--- src/hdl/knn_pkg.sv ---
`timescale 1ns / 1ps
// ============================================================================
// knn_pkg
// Shared types and constants of the two-class nearest-neighbor classifier.
// ============================================================================
package knn_pkg;

    localparam int CFG_W       = 5;
    localparam int CFG_INDEX_W = 1;
    localparam int SLOT_W      = 4;
    localparam int FIELD_W     = 16;
    localparam int VOTE_W      = 5;

    // Configuration register indexes
    localparam logic [CFG_INDEX_W-1:0] REG_POINTS_IN_USE   = 1'b0;
    localparam logic [CFG_INDEX_W-1:0] REG_NEIGHBOUR_COUNT = 1'b1;

    localparam logic [CFG_W-1:0] CFG_RESET_VALUE = 5'd3;

    // Last value of the drain counter while the distance pipeline empties
    localparam logic [1:0] DRAIN_LAST = 2'd3;

    typedef enum logic {
        CMD_LOAD  = 1'b0,
        CMD_QUERY = 1'b1
    } cmd_t;

    typedef enum logic [2:0] {
        ST_IDLE,
        ST_SCAN,
        ST_DRAIN,
        ST_VOTE,
        ST_RESULT
    } state_t;

    typedef struct packed {
        logic                      command;
        logic [SLOT_W-1:0]         slot;
        logic signed [FIELD_W-1:0] coord_x;
        logic signed [FIELD_W-1:0] coord_y;
        logic                      label;
        logic                      tie_guess;
    } in_item_t;

    typedef struct packed {
        logic              predicted_class;
        logic [VOTE_W-1:0] votes_one;
        logic [VOTE_W-1:0] votes_zero;
    } out_item_t;

    typedef struct packed {
        logic clear;
        logic insert;
        logic vote;
    } sort_ctrl_t;

endpackage

--- src/hdl/knn_ram.sv ---
`timescale 1ns / 1ps
// ============================================================================
// knn_ram
// Generic single-write, single-read RAM with registered read data.
// ============================================================================
module knn_ram #(
    parameter int WIDTH = 33,
    parameter int DEPTH = 16,
    parameter int AW    = 4
) (
    input  logic             aclk,
    input  logic             we,
    input  logic [AW-1:0]    waddr,
    input  logic [WIDTH-1:0] wdata,
    input  logic [AW-1:0]    raddr,
    output logic [WIDTH-1:0] rdata
);

    logic [WIDTH-1:0] mem [DEPTH];
    logic [WIDTH-1:0] rdata_reg;

    always_ff @(posedge aclk) begin
        if (we) begin
            mem[waddr] <= wdata;
        end
        rdata_reg <= mem[raddr];
    end

    assign rdata = rdata_reg;

endmodule

--- src/hdl/knn_dist.sv ---
`timescale 1ns / 1ps
// ============================================================================
// knn_dist
// Three-stage squared Euclidean distance pipeline: difference magnitude,
// squares, sum.
// ============================================================================
module knn_dist #(
    parameter int COORD_BITS = 16,
    parameter int DIST_W     = 35
) (
    input  logic                         aclk,
    input  logic                         aresetn,
    input  logic                         in_valid,
    input  logic signed [COORD_BITS-1:0] query_x,
    input  logic signed [COORD_BITS-1:0] query_y,
    input  logic signed [COORD_BITS-1:0] train_x,
    input  logic signed [COORD_BITS-1:0] train_y,
    input  logic                         train_label,
    output logic                         out_valid,
    output logic [DIST_W-1:0]            out_dist,
    output logic                         out_label
);

    localparam int DIFF_W = COORD_BITS + 1;
    localparam int SQ_W   = 2 * DIFF_W;

    logic signed [DIFF_W-1:0] diff_x, diff_y;
    logic [DIFF_W-1:0]        mag_x_next, mag_y_next;
    logic [DIFF_W-1:0]        mag_x_reg, mag_y_reg;
    logic [SQ_W-1:0]          sq_x_next, sq_y_next;
    logic [SQ_W-1:0]          sq_x_reg, sq_y_reg;
    logic [DIST_W-1:0]        dist_next, dist_reg;
    logic                     lab1_reg, lab2_reg, lab3_reg;
    logic                     v1_reg, v2_reg, v3_reg;

    always_comb begin
        diff_x     = DIFF_W'(query_x) - DIFF_W'(train_x);
        diff_y     = DIFF_W'(query_y) - DIFF_W'(train_y);
        mag_x_next = diff_x[DIFF_W-1] ? DIFF_W'(-diff_x) : DIFF_W'(diff_x);
        mag_y_next = diff_y[DIFF_W-1] ? DIFF_W'(-diff_y) : DIFF_W'(diff_y);
        sq_x_next  = {{DIFF_W{1'b0}}, mag_x_reg} * {{DIFF_W{1'b0}}, mag_x_reg};
        sq_y_next  = {{DIFF_W{1'b0}}, mag_y_reg} * {{DIFF_W{1'b0}}, mag_y_reg};
        dist_next  = DIST_W'({1'b0, sq_x_reg}) + DIST_W'({1'b0, sq_y_reg});
    end

    always_ff @(posedge aclk) begin
        if (!aresetn) begin
            v1_reg <= 1'b0;
            v2_reg <= 1'b0;
            v3_reg <= 1'b0;
        end else begin
            v1_reg <= in_valid;
            v2_reg <= v1_reg;
            v3_reg <= v2_reg;
        end
    end

    always_ff @(posedge aclk) begin
        mag_x_reg <= mag_x_next;
        mag_y_reg <= mag_y_next;
        lab1_reg  <= train_label;
        sq_x_reg  <= sq_x_next;
        sq_y_reg  <= sq_y_next;
        lab2_reg  <= lab1_reg;
        dist_reg  <= dist_next;
        lab3_reg  <= lab2_reg;
    end

    assign out_valid = v3_reg;
    assign out_dist  = dist_reg;
    assign out_label = lab3_reg;

endmodule

--- src/hdl/knn_sort.sv ---
`timescale 1ns / 1ps
// ============================================================================
// knn_sort
// Sorted insertion list of the nearest distances seen so far, and the
// label count over its first k entries.
// ============================================================================
module knn_sort #(
    parameter int LIST_N = 16,
    parameter int DIST_W = 35
) (
    input  logic                        aclk,
    input  logic                        aresetn,
    input  knn_pkg::sort_ctrl_t         ctrl,
    input  logic [DIST_W-1:0]           in_dist,
    input  logic                        in_label,
    input  logic [knn_pkg::VOTE_W-1:0]  k,
    output logic [knn_pkg::VOTE_W-1:0]  ones,
    output logic [knn_pkg::VOTE_W-1:0]  zeros
);

    import knn_pkg::*;

    logic [DIST_W-1:0] dist_reg  [LIST_N];
    logic [DIST_W-1:0] dist_next [LIST_N];
    logic [DIST_W-1:0] dist_prev [LIST_N];
    logic [LIST_N-1:0] label_reg, label_next, label_prev;
    logic [LIST_N-1:0] valid_reg, valid_next, valid_prev;
    logic [LIST_N-1:0] le, le_prev, kmask;
    logic [VOTE_W-1:0] ones_reg, zeros_reg;

    always_comb begin
        for (int i = 0; i < LIST_N; i++) begin
            le[i]    = valid_reg[i] && (dist_reg[i] <= in_dist);
            kmask[i] = VOTE_W'(i) < k;
        end
        le_prev[0]    = 1'b1;
        valid_prev[0] = 1'b1;
        label_prev[0] = in_label;
        dist_prev[0]  = in_dist;
        for (int i = 1; i < LIST_N; i++) begin
            le_prev[i]    = le[i-1];
            valid_prev[i] = valid_reg[i-1];
            label_prev[i] = label_reg[i-1];
            dist_prev[i]  = dist_reg[i-1];
        end

        dist_next  = dist_reg;
        label_next = label_reg;
        valid_next = valid_reg;
        if (ctrl.clear) begin
            valid_next = '0;
        end else if (ctrl.insert) begin
            // Equal distances stay ahead: later slots land behind them
            for (int i = 0; i < LIST_N; i++) begin
                if (!le[i]) begin
                    valid_next[i] = valid_reg[i] | valid_prev[i];
                    if (le_prev[i]) begin
                        dist_next[i]  = in_dist;
                        label_next[i] = in_label;
                    end else begin
                        dist_next[i]  = dist_prev[i];
                        label_next[i] = label_prev[i];
                    end
                end
            end
        end
    end

    always_ff @(posedge aclk) begin
        if (!aresetn) begin
            valid_reg <= '0;
        end else begin
            valid_reg <= valid_next;
        end
    end

    always_ff @(posedge aclk) begin
        dist_reg  <= dist_next;
        label_reg <= label_next;
        if (ctrl.vote) begin
            ones_reg  <= VOTE_W'($countones(label_reg & valid_reg & kmask));
            zeros_reg <= VOTE_W'($countones(~label_reg & valid_reg & kmask));
        end
    end

    assign ones  = ones_reg;
    assign zeros = zeros_reg;

endmodule

--- src/hdl/knn_binary_classifier.sv ---
`timescale 1ns / 1ps
// ============================================================================
// knn_binary_classifier
// Two-class k-nearest-neighbor classifier over a small training table.
// ============================================================================
// Usage:
//   Input beats on s_valid/s_ready carry one in_item_t. A load beat
//   (command = load) writes point and label into the training slot and
//   gives no result. A query beat measures the squared distance to slots
//   0..n-1, keeps the k nearest (lower slot wins a tie of distance) and
//   returns one out_item_t beat on m_valid/m_ready with the majority
//   class and both vote counts; a tied vote returns the inverse of
//   tie_guess.
//   Flow of a query, n being points_in_use clamped to MAX_POINTS: s_ready
//   stays low from the accept until the result is loaded into the output
//   register, so one query runs at a time; with n of 0 the scan and drain
//   are skipped. The scan reads one slot per cycle through the single read
//   port of the training memory; then the memory read and the 3-stage
//   distance pipeline drain, the votes are counted and the result loaded.
//   cfg_we/cfg_index/cfg_wdata write points_in_use and neighbour_count
//   (both reset to 3); write them only while the block is idle.
//   Reset (aresetn low, synchronous) clears control state; the training
//   table is not cleared and must be loaded before it is queried.
//   When m_ready is low the result holds in the output register; loads are
//   still taken, and a following query waits in its last step until the
//   output register frees.
// ============================================================================
module knn_binary_classifier #(
    parameter int MAX_POINTS = 16,
    parameter int COORD_BITS = 16
) (
    input  logic                            aclk,
    input  logic                            aresetn,
    // Input channel
    input  logic                            s_valid,
    output logic                            s_ready,
    input  knn_pkg::in_item_t               s_item,
    // Result channel
    output logic                            m_valid,
    input  logic                            m_ready,
    output knn_pkg::out_item_t              m_item,
    // Configuration write port
    input  logic                            cfg_we,
    input  logic [knn_pkg::CFG_INDEX_W-1:0] cfg_index,
    input  logic [knn_pkg::CFG_W-1:0]       cfg_wdata
);

    import knn_pkg::*;

    localparam int AW      = (MAX_POINTS > 1) ? $clog2(MAX_POINTS) : 1;
    localparam int DIFF_W  = COORD_BITS + 1;
    localparam int DIST_W  = 2 * DIFF_W + 1;
    localparam int WORD_W  = 2 * COORD_BITS + 1;
    // Vote counts are 5 bits wide, so k never exceeds 31
    localparam int LIST_N  = (MAX_POINTS < 31) ? MAX_POINTS : 31;
    localparam logic [8:0]       MAX_EXT = 9'(MAX_POINTS);
    localparam logic [CFG_W-1:0] MAX_CNT = CFG_W'(MAX_POINTS);

    // ------------------------------------------------------------------
    // Control and configuration registers
    // ------------------------------------------------------------------
    state_t           state_reg, state_next;
    logic [CFG_W-1:0] points_in_use_reg, neighbour_count_reg;
    logic [CFG_W-1:0] n_eff_reg, k_eff_reg;
    logic [CFG_W-1:0] n_clamped, k_clamped;
    logic [CFG_W-1:0] scan_cnt_reg, scan_cnt_next;
    logic [1:0]       drain_cnt_reg, drain_cnt_next;
    logic             rd_valid_reg;
    logic             rd_issue;
    logic             sort_vote;
    logic             out_load;
    logic             m_valid_reg;
    out_item_t        m_item_reg, out_next;

    // Query operands held for the whole scan
    logic signed [COORD_BITS-1:0] qx_reg, qy_reg;
    logic                         tie_reg;

    logic              in_accept, query_accept, load_accept;
    logic [31:0]       in_x_raw, in_y_raw;
    logic [8:0]        slot_ext, scan_ext;
    logic [WORD_W-1:0] ram_wdata, ram_rdata;
    logic [AW-1:0]     ram_waddr, ram_raddr;
    logic              ram_we;

    logic              dist_valid, dist_label;
    logic [DIST_W-1:0] dist_value;
    sort_ctrl_t        sort_ctrl;
    logic [VOTE_W-1:0] vote_ones, vote_zeros;

    // ------------------------------------------------------------------
    // Input decode
    // ------------------------------------------------------------------
    assign s_ready      = (state_reg == ST_IDLE);
    assign in_accept    = s_valid && s_ready;
    assign query_accept = in_accept && (s_item.command == CMD_QUERY);
    assign load_accept  = in_accept && (s_item.command == CMD_LOAD);

    // Keep the low COORD_BITS of each coordinate as a signed value
    assign in_x_raw = {16'b0, s_item.coord_x};
    assign in_y_raw = {16'b0, s_item.coord_y};

    // Drop loads to slots beyond the table
    assign slot_ext  = {5'b0, s_item.slot};
    assign ram_we    = load_accept && (slot_ext < MAX_EXT);
    assign ram_waddr = slot_ext[AW-1:0];
    assign ram_wdata = {s_item.label, in_y_raw[COORD_BITS-1:0], in_x_raw[COORD_BITS-1:0]};

    assign scan_ext  = {4'b0, scan_cnt_reg};
    assign ram_raddr = scan_ext[AW-1:0];

    // Clamp n to the table size and k to n
    always_comb begin
        n_clamped = ({4'b0, points_in_use_reg} > MAX_EXT) ? MAX_CNT : points_in_use_reg;
        k_clamped = (neighbour_count_reg > n_clamped) ? n_clamped : neighbour_count_reg;
    end

    // ------------------------------------------------------------------
    // Training table: {label, y, x} per slot
    // ------------------------------------------------------------------
    knn_ram #(
        .WIDTH (WORD_W),
        .DEPTH (MAX_POINTS),
        .AW    (AW)
    ) u_train_ram (
        .aclk  (aclk),
        .we    (ram_we),
        .waddr (ram_waddr),
        .wdata (ram_wdata),
        .raddr (ram_raddr),
        .rdata (ram_rdata)
    );

    knn_dist #(
        .COORD_BITS (COORD_BITS),
        .DIST_W     (DIST_W)
    ) u_dist (
        .aclk        (aclk),
        .aresetn     (aresetn),
        .in_valid    (rd_valid_reg),
        .query_x     (qx_reg),
        .query_y     (qy_reg),
        .train_x     (ram_rdata[COORD_BITS-1:0]),
        .train_y     (ram_rdata[2*COORD_BITS-1:COORD_BITS]),
        .train_label (ram_rdata[WORD_W-1]),
        .out_valid   (dist_valid),
        .out_dist    (dist_value),
        .out_label   (dist_label)
    );

    assign sort_ctrl = '{clear: query_accept, insert: dist_valid, vote: sort_vote};

    knn_sort #(
        .LIST_N (LIST_N),
        .DIST_W (DIST_W)
    ) u_sort (
        .aclk     (aclk),
        .aresetn  (aresetn),
        .ctrl     (sort_ctrl),
        .in_dist  (dist_value),
        .in_label (dist_label),
        .k        (k_eff_reg),
        .ones     (vote_ones),
        .zeros    (vote_zeros)
    );

    // ------------------------------------------------------------------
    // Sequencer: scan slots, drain the pipeline, vote, hand off result
    // ------------------------------------------------------------------
    always_comb begin
        state_next     = state_reg;
        scan_cnt_next  = scan_cnt_reg;
        drain_cnt_next = drain_cnt_reg;
        rd_issue       = 1'b0;
        sort_vote      = 1'b0;
        out_load       = 1'b0;
        case (state_reg)
            ST_IDLE: begin
                if (query_accept) begin
                    scan_cnt_next = '0;
                    // No slot in use: go straight to an empty vote
                    state_next = (n_clamped == '0) ? ST_VOTE : ST_SCAN;
                end
            end
            ST_SCAN: begin
                rd_issue      = 1'b1;
                scan_cnt_next = scan_cnt_reg + 1'b1;
                if (scan_cnt_reg == n_eff_reg - 1'b1) begin
                    drain_cnt_next = '0;
                    state_next     = ST_DRAIN;
                end
            end
            ST_DRAIN: begin
                drain_cnt_next = drain_cnt_reg + 1'b1;
                if (drain_cnt_reg == DRAIN_LAST) begin
                    state_next = ST_VOTE;
                end
            end
            ST_VOTE: begin
                sort_vote  = 1'b1;
                state_next = ST_RESULT;
            end
            ST_RESULT: begin
                // Hold until the output register frees
                if (!m_valid_reg || m_ready) begin
                    out_load   = 1'b1;
                    state_next = ST_IDLE;
                end
            end
            default: begin
                state_next = ST_IDLE;
            end
        endcase
    end

    always_comb begin
        out_next.votes_one  = vote_ones;
        out_next.votes_zero = vote_zeros;
        if (vote_ones > vote_zeros) begin
            out_next.predicted_class = 1'b1;
        end else if (vote_zeros > vote_ones) begin
            out_next.predicted_class = 1'b0;
        end else begin
            out_next.predicted_class = ~tie_reg;
        end
    end

    always_ff @(posedge aclk) begin
        if (!aresetn) begin
            state_reg           <= ST_IDLE;
            points_in_use_reg   <= CFG_RESET_VALUE;
            neighbour_count_reg <= CFG_RESET_VALUE;
            scan_cnt_reg        <= '0;
            drain_cnt_reg       <= '0;
            rd_valid_reg        <= 1'b0;
            m_valid_reg         <= 1'b0;
            n_eff_reg           <= '0;
            k_eff_reg           <= '0;
        end else begin
            state_reg     <= state_next;
            scan_cnt_reg  <= scan_cnt_next;
            drain_cnt_reg <= drain_cnt_next;
            rd_valid_reg  <= rd_issue;
            if (cfg_we) begin
                case (cfg_index)
                    REG_POINTS_IN_USE:   points_in_use_reg   <= cfg_wdata;
                    REG_NEIGHBOUR_COUNT: neighbour_count_reg <= cfg_wdata;
                    default: ;
                endcase
            end
            if (query_accept) begin
                n_eff_reg <= n_clamped;
                k_eff_reg <= k_clamped;
            end
            if (out_load) begin
                m_valid_reg <= 1'b1;
            end else if (m_ready) begin
                m_valid_reg <= 1'b0;
            end
        end
    end

    always_ff @(posedge aclk) begin
        if (query_accept) begin
            qx_reg  <= in_x_raw[COORD_BITS-1:0];
            qy_reg  <= in_y_raw[COORD_BITS-1:0];
            tie_reg <= s_item.tie_guess;
        end
        if (out_load) begin
            m_item_reg <= out_next;
        end
    end

    assign m_valid = m_valid_reg;
    assign m_item  = m_item_reg;

    // ------------------------------------------------------------------
    // Assertions
    // ------------------------------------------------------------------
    // Every voting slot counts once: the two tallies add up to k
    assert property (@(posedge aclk) disable iff (!aresetn)
        out_load |-> (6'(vote_ones) + 6'(vote_zeros) == 6'(k_eff_reg)))
        else $error("vote tallies do not add up to k");

    // The scan never reads past the slots in use
    assert property (@(posedge aclk) disable iff (!aresetn)
        (state_reg == ST_SCAN) |-> (scan_cnt_reg < n_eff_reg))
        else $error("scan ran past points in use");

    // A query leaves idle for the scan or, with no slots, the vote
    assert property (@(posedge aclk) disable iff (!aresetn)
        query_accept |=> (state_reg == ST_SCAN || state_reg == ST_VOTE))
        else $error("query did not start the scan");

endmodule

--- config.mk ---
export PLATFORM = sky130hd
export DESIGN_NAME = knn_binary_classifier
export DESIGN_NICKNAME = d
export VERILOG_FILES = /design/src/hdl/knn_pkg.sv /design/src/hdl/knn_ram.sv /design/src/hdl/knn_dist.sv /design/src/hdl/knn_sort.sv /design/src/hdl/knn_binary_classifier.sv
export SDC_FILE = /design/constraint.sdc
export NUM_CORES = 2
export LEC_CHECK = 0
export BUFFER_PORTS_ARGS = -buffer_cell sky130_fd_sc_hd__buf_2
export CAP_MARGIN = 20
export CORE_MARGIN = 1.5
export CORE_UTILIZATION = 30
export DETAILED_ROUTE_END_ITERATION = 12
export GPL_ROUTABILITY_DRIVEN = 1
export PLACE_DENSITY_LB_ADDON = 0.05
export SYNTH_ARGS = -nofsm -noshare
export SYNTH_HDL_FRONTEND = slang
export SYNTH_SLANG_ARGS = --single-unit
export TNS_END_PERCENT = 30
--- constraint.sdc ---
create_clock -name aclk -period 8.89 [get_ports aclk]
set_input_delay 0.4445 -clock aclk [delete_from_list [all_inputs] [get_ports aclk]]
set_output_delay 0.4445 -clock aclk [all_outputs]
set_load 0.02 [all_outputs]
==> metrics.cfg <==
[timing]
finalHoldViolCount=0
finalMaxSlewViolations=0
tightest_slew_ns=1.12
max-slew-margin-rel_pct=24.4
fin_crit_sh_pct=80.5
rsz0062_at_grt=false
tns_ns=0
final-setup-viol-count=0
min_period_ns=7.15
max_freq_ghz=0.140
hold_slack_ns=0.0791
finalClockSkew_ns=0.0594

[critical_path]
r2r-start=u_dist.mag_y_reg[10]
reg2reg_slack_ns=1.74
crit_path_end_kind=register
arrival_ns=7.85
crit_type=reg2reg
cpMostUsedCell=fa_1
critPathMaxFanout=18
start_kind=register
timing.rr.end=u_dist.sq_y_reg[33]
cp_cell_sequence=nand2_1 > fa_1 > fa_1 > fa_1 > fa_1 > fa_1 > fa_1 > inv_1 > ha_1 > a21o_1 > o21ai_0 > a31oi_1 > o21ai_0 > a21oi_1 > or3_1 > or4b_1 > and3_1
crit_slowest_cell=dfxtp_1
crit_required_ns=9.59
worst_r2r_path_depth=17
max_stage_delay_ns=0.90

[synth]
yosysTopAreaCell=edfxtp_1
avgSynthCellArea_sq_um=13.3
synth_edf_count=1158
synth_cell_types=80
synth_most_common_cell=edfxtp_1
synth_area_sq_mm=0.0839
synthCells=6325
ys.warnings.count=0
ys_top_cells_by_count=edfxtp_1 (1,158), ha_1 (873), inv_1 (692)
synth_top_area_share_pct=41.4
ys_async_sr_fraction_pct=0
yosys_register_bits=1380
synth_area_leaders=edfxtp_1 (41%), ha_1 (13%), fa_1 (9.8%)
synth_top_flop_cell=edfxtp_1
syn_nets=7659
synth_seq_area_share_pct=46.7

[run_status]
status=completed

[drt]
drt_iter0_drc=2451
wl_per_cell_microns=23.0
drc_errors=0
routed_wirelength_microns=240000
vias_per_cell=4.79
firstDrtPassIters=5
vias=49900
ant_nets=0

[worst_hold_path]
whs_path_depth=1
hold_class=in2reg
min_to=u_train_ram.mem[8][0]
min_from=s_item[18]

[layout]
area_growth_pct=13.9
seq_area_sq_mm=0.0392
instances_no_fill=10400
largest_reg_flops=528
finalNetCount=7891
layout-drive-gt1-share_pct=18.4
nFillCells=27300
multi_input_area_sq_mm=0.0417
regMostFlops=u_train_ram.mem

[grt]
grt_pass1_vias=54900
antenna_found_initial=11
globalRouteTotalUtil_pct=16.9
gr-total-overflow=0
grt_max_degree=76
grt_first_pass_wirelength_microns=362000

[cts]
clock_latency_ns=0.86
cts_max_level=4
cts_tree=done
cts_buffers=177
numClockSinks=1380
clock_path_buffers=4
cts_root_buf=clkbuf_16
clkTransAtPathRegs_ns=0.06
cts-resized-gates=0

[place]
dp_cells=10000
gp_congestion=0.779
portBuffers=62
dp_hpwl_microns=179000

[floorplan]
start_util_pct=30.3
ios=63
die_w_microns=532
fp-row-count=193
core-area_sq_mm=0.277
die_h_microns=532
die_area_sq_mm=0.283

[job]
cap_violations=0

[per-stage QoR]
stage | area [sq um] | util [%] | setup slack [ns]
5_1_grt | 95600 | 34.5 | 1.37
6_report | 95600 | 34.5 | 1.74
3_5_place_dp | 89500 | 32.3 | 1.67
3_3_place_gp | 89500 | 32.3 | 1.65
2_1_floorplan | 83900 | - | 2.56
4_1_cts | 95500 | 34.5 | 1.62
[how the worst max path moves through the flow]
stage                               from                   to  slack [ns]  depth (start not counted)
finish              u_dist.mag_y_reg[10]  u_dist.sq_y_reg[33]        1.74                         17
global route        u_dist.mag_y_reg[10]  u_dist.sq_y_reg[33]        1.37                         17
CTS                 u_dist.mag_y_reg[10]  u_dist.sq_y_reg[33]        1.62                         17
detailed placement  u_dist.mag_y_reg[10]  u_dist.sq_y_reg[33]        1.67                         17
global placement     u_dist.mag_y_reg[7]  u_dist.sq_y_reg[33]        1.65                         19
floorplan           u_dist.mag_y_reg[14]  u_dist.sq_y_reg[33]        2.56                         20
[layer usage]
layer | GRT usage (%) | part of all wire (%) | up-vias
li1 | - | - | 23600
met3 | 1.75 | 2.2 | 243
met4 | 3.58 | 2.0 | 0
met1 | 21.8 | 45 | 25500
met5 | 0 | 0 | -
met2 | 30.5 | 51 | 513
[cells by family (layout without fill, tap and decap cells)]
kind of cell               count (synthesis)  in the layout  share of synthesized area (%)
AOI/OAI and AO/OA                        881            881                           6.82
muxes                                    716            716                           11.8
xor gates and xnor gates                 154            154                           1.61
DFF                                     1380           1380                           46.7
buffers and inverters                    882           1249                           4.00
adders and majority gates               1284           1284                           22.8
other                                      0              3                              0
and+or+nand+nor                         1028           1028                           6.21
[layout by cell type (no fill, tap or decap), types with 40 or more instances in the layout]
master         instances
o21ai_0              147
nor2b_1               66
nand2_1              284
a21o_1               270
dlygate4sd3_1         43
ha_1                 873
mux2_2               540
mux4_2               165
xor2_1                42
buf_4                135
fa_1                 411
clkbuf_16            182
inv_1                692
nor2_1               177
xnor2_1              112
buf_2                 62
nand4_1              144
a21oi_1              248
dfxtp_1              218
edfxtp_1            1158
and2_1               120
clkbuf_1              40
[layout make-up]
cell class	instances	share of cell area, %
Multi-Input combinational cell	4063	43.7
Inverter	693	2.72
Sequential cell	1380	41.1
Clock buffer	240	5.18
Clock inverter	74	0.644
Antenna cell	3	0.00786
Timing Repair Buffer	242	1.87
Tap cell	3705	4.85
[critical path: cells and delay by family (launching register included)]
kind | cells | cell delay (ns)
adders and majority gates | 7 | 3.42
and+or+nand+nor | 4 | 1.31
DFF | 1 | 0.90
AOI/OAI and AO/OA | 5 | 1.32
buffers and inverters | 1 | 0.04
[what timing repair did]
item | 4_1_cts | 5_1_grt
setup buffers | 0 | 0
endpoints found under the hold margin | 539 | 0
endpoints found under the setup margin | 0 | 0
hold buffers | 43 | 0
Power is left out: the tool's default activity adds up to more than one toggle a clock period on the data nets, which glitch-free logic cannot reach.
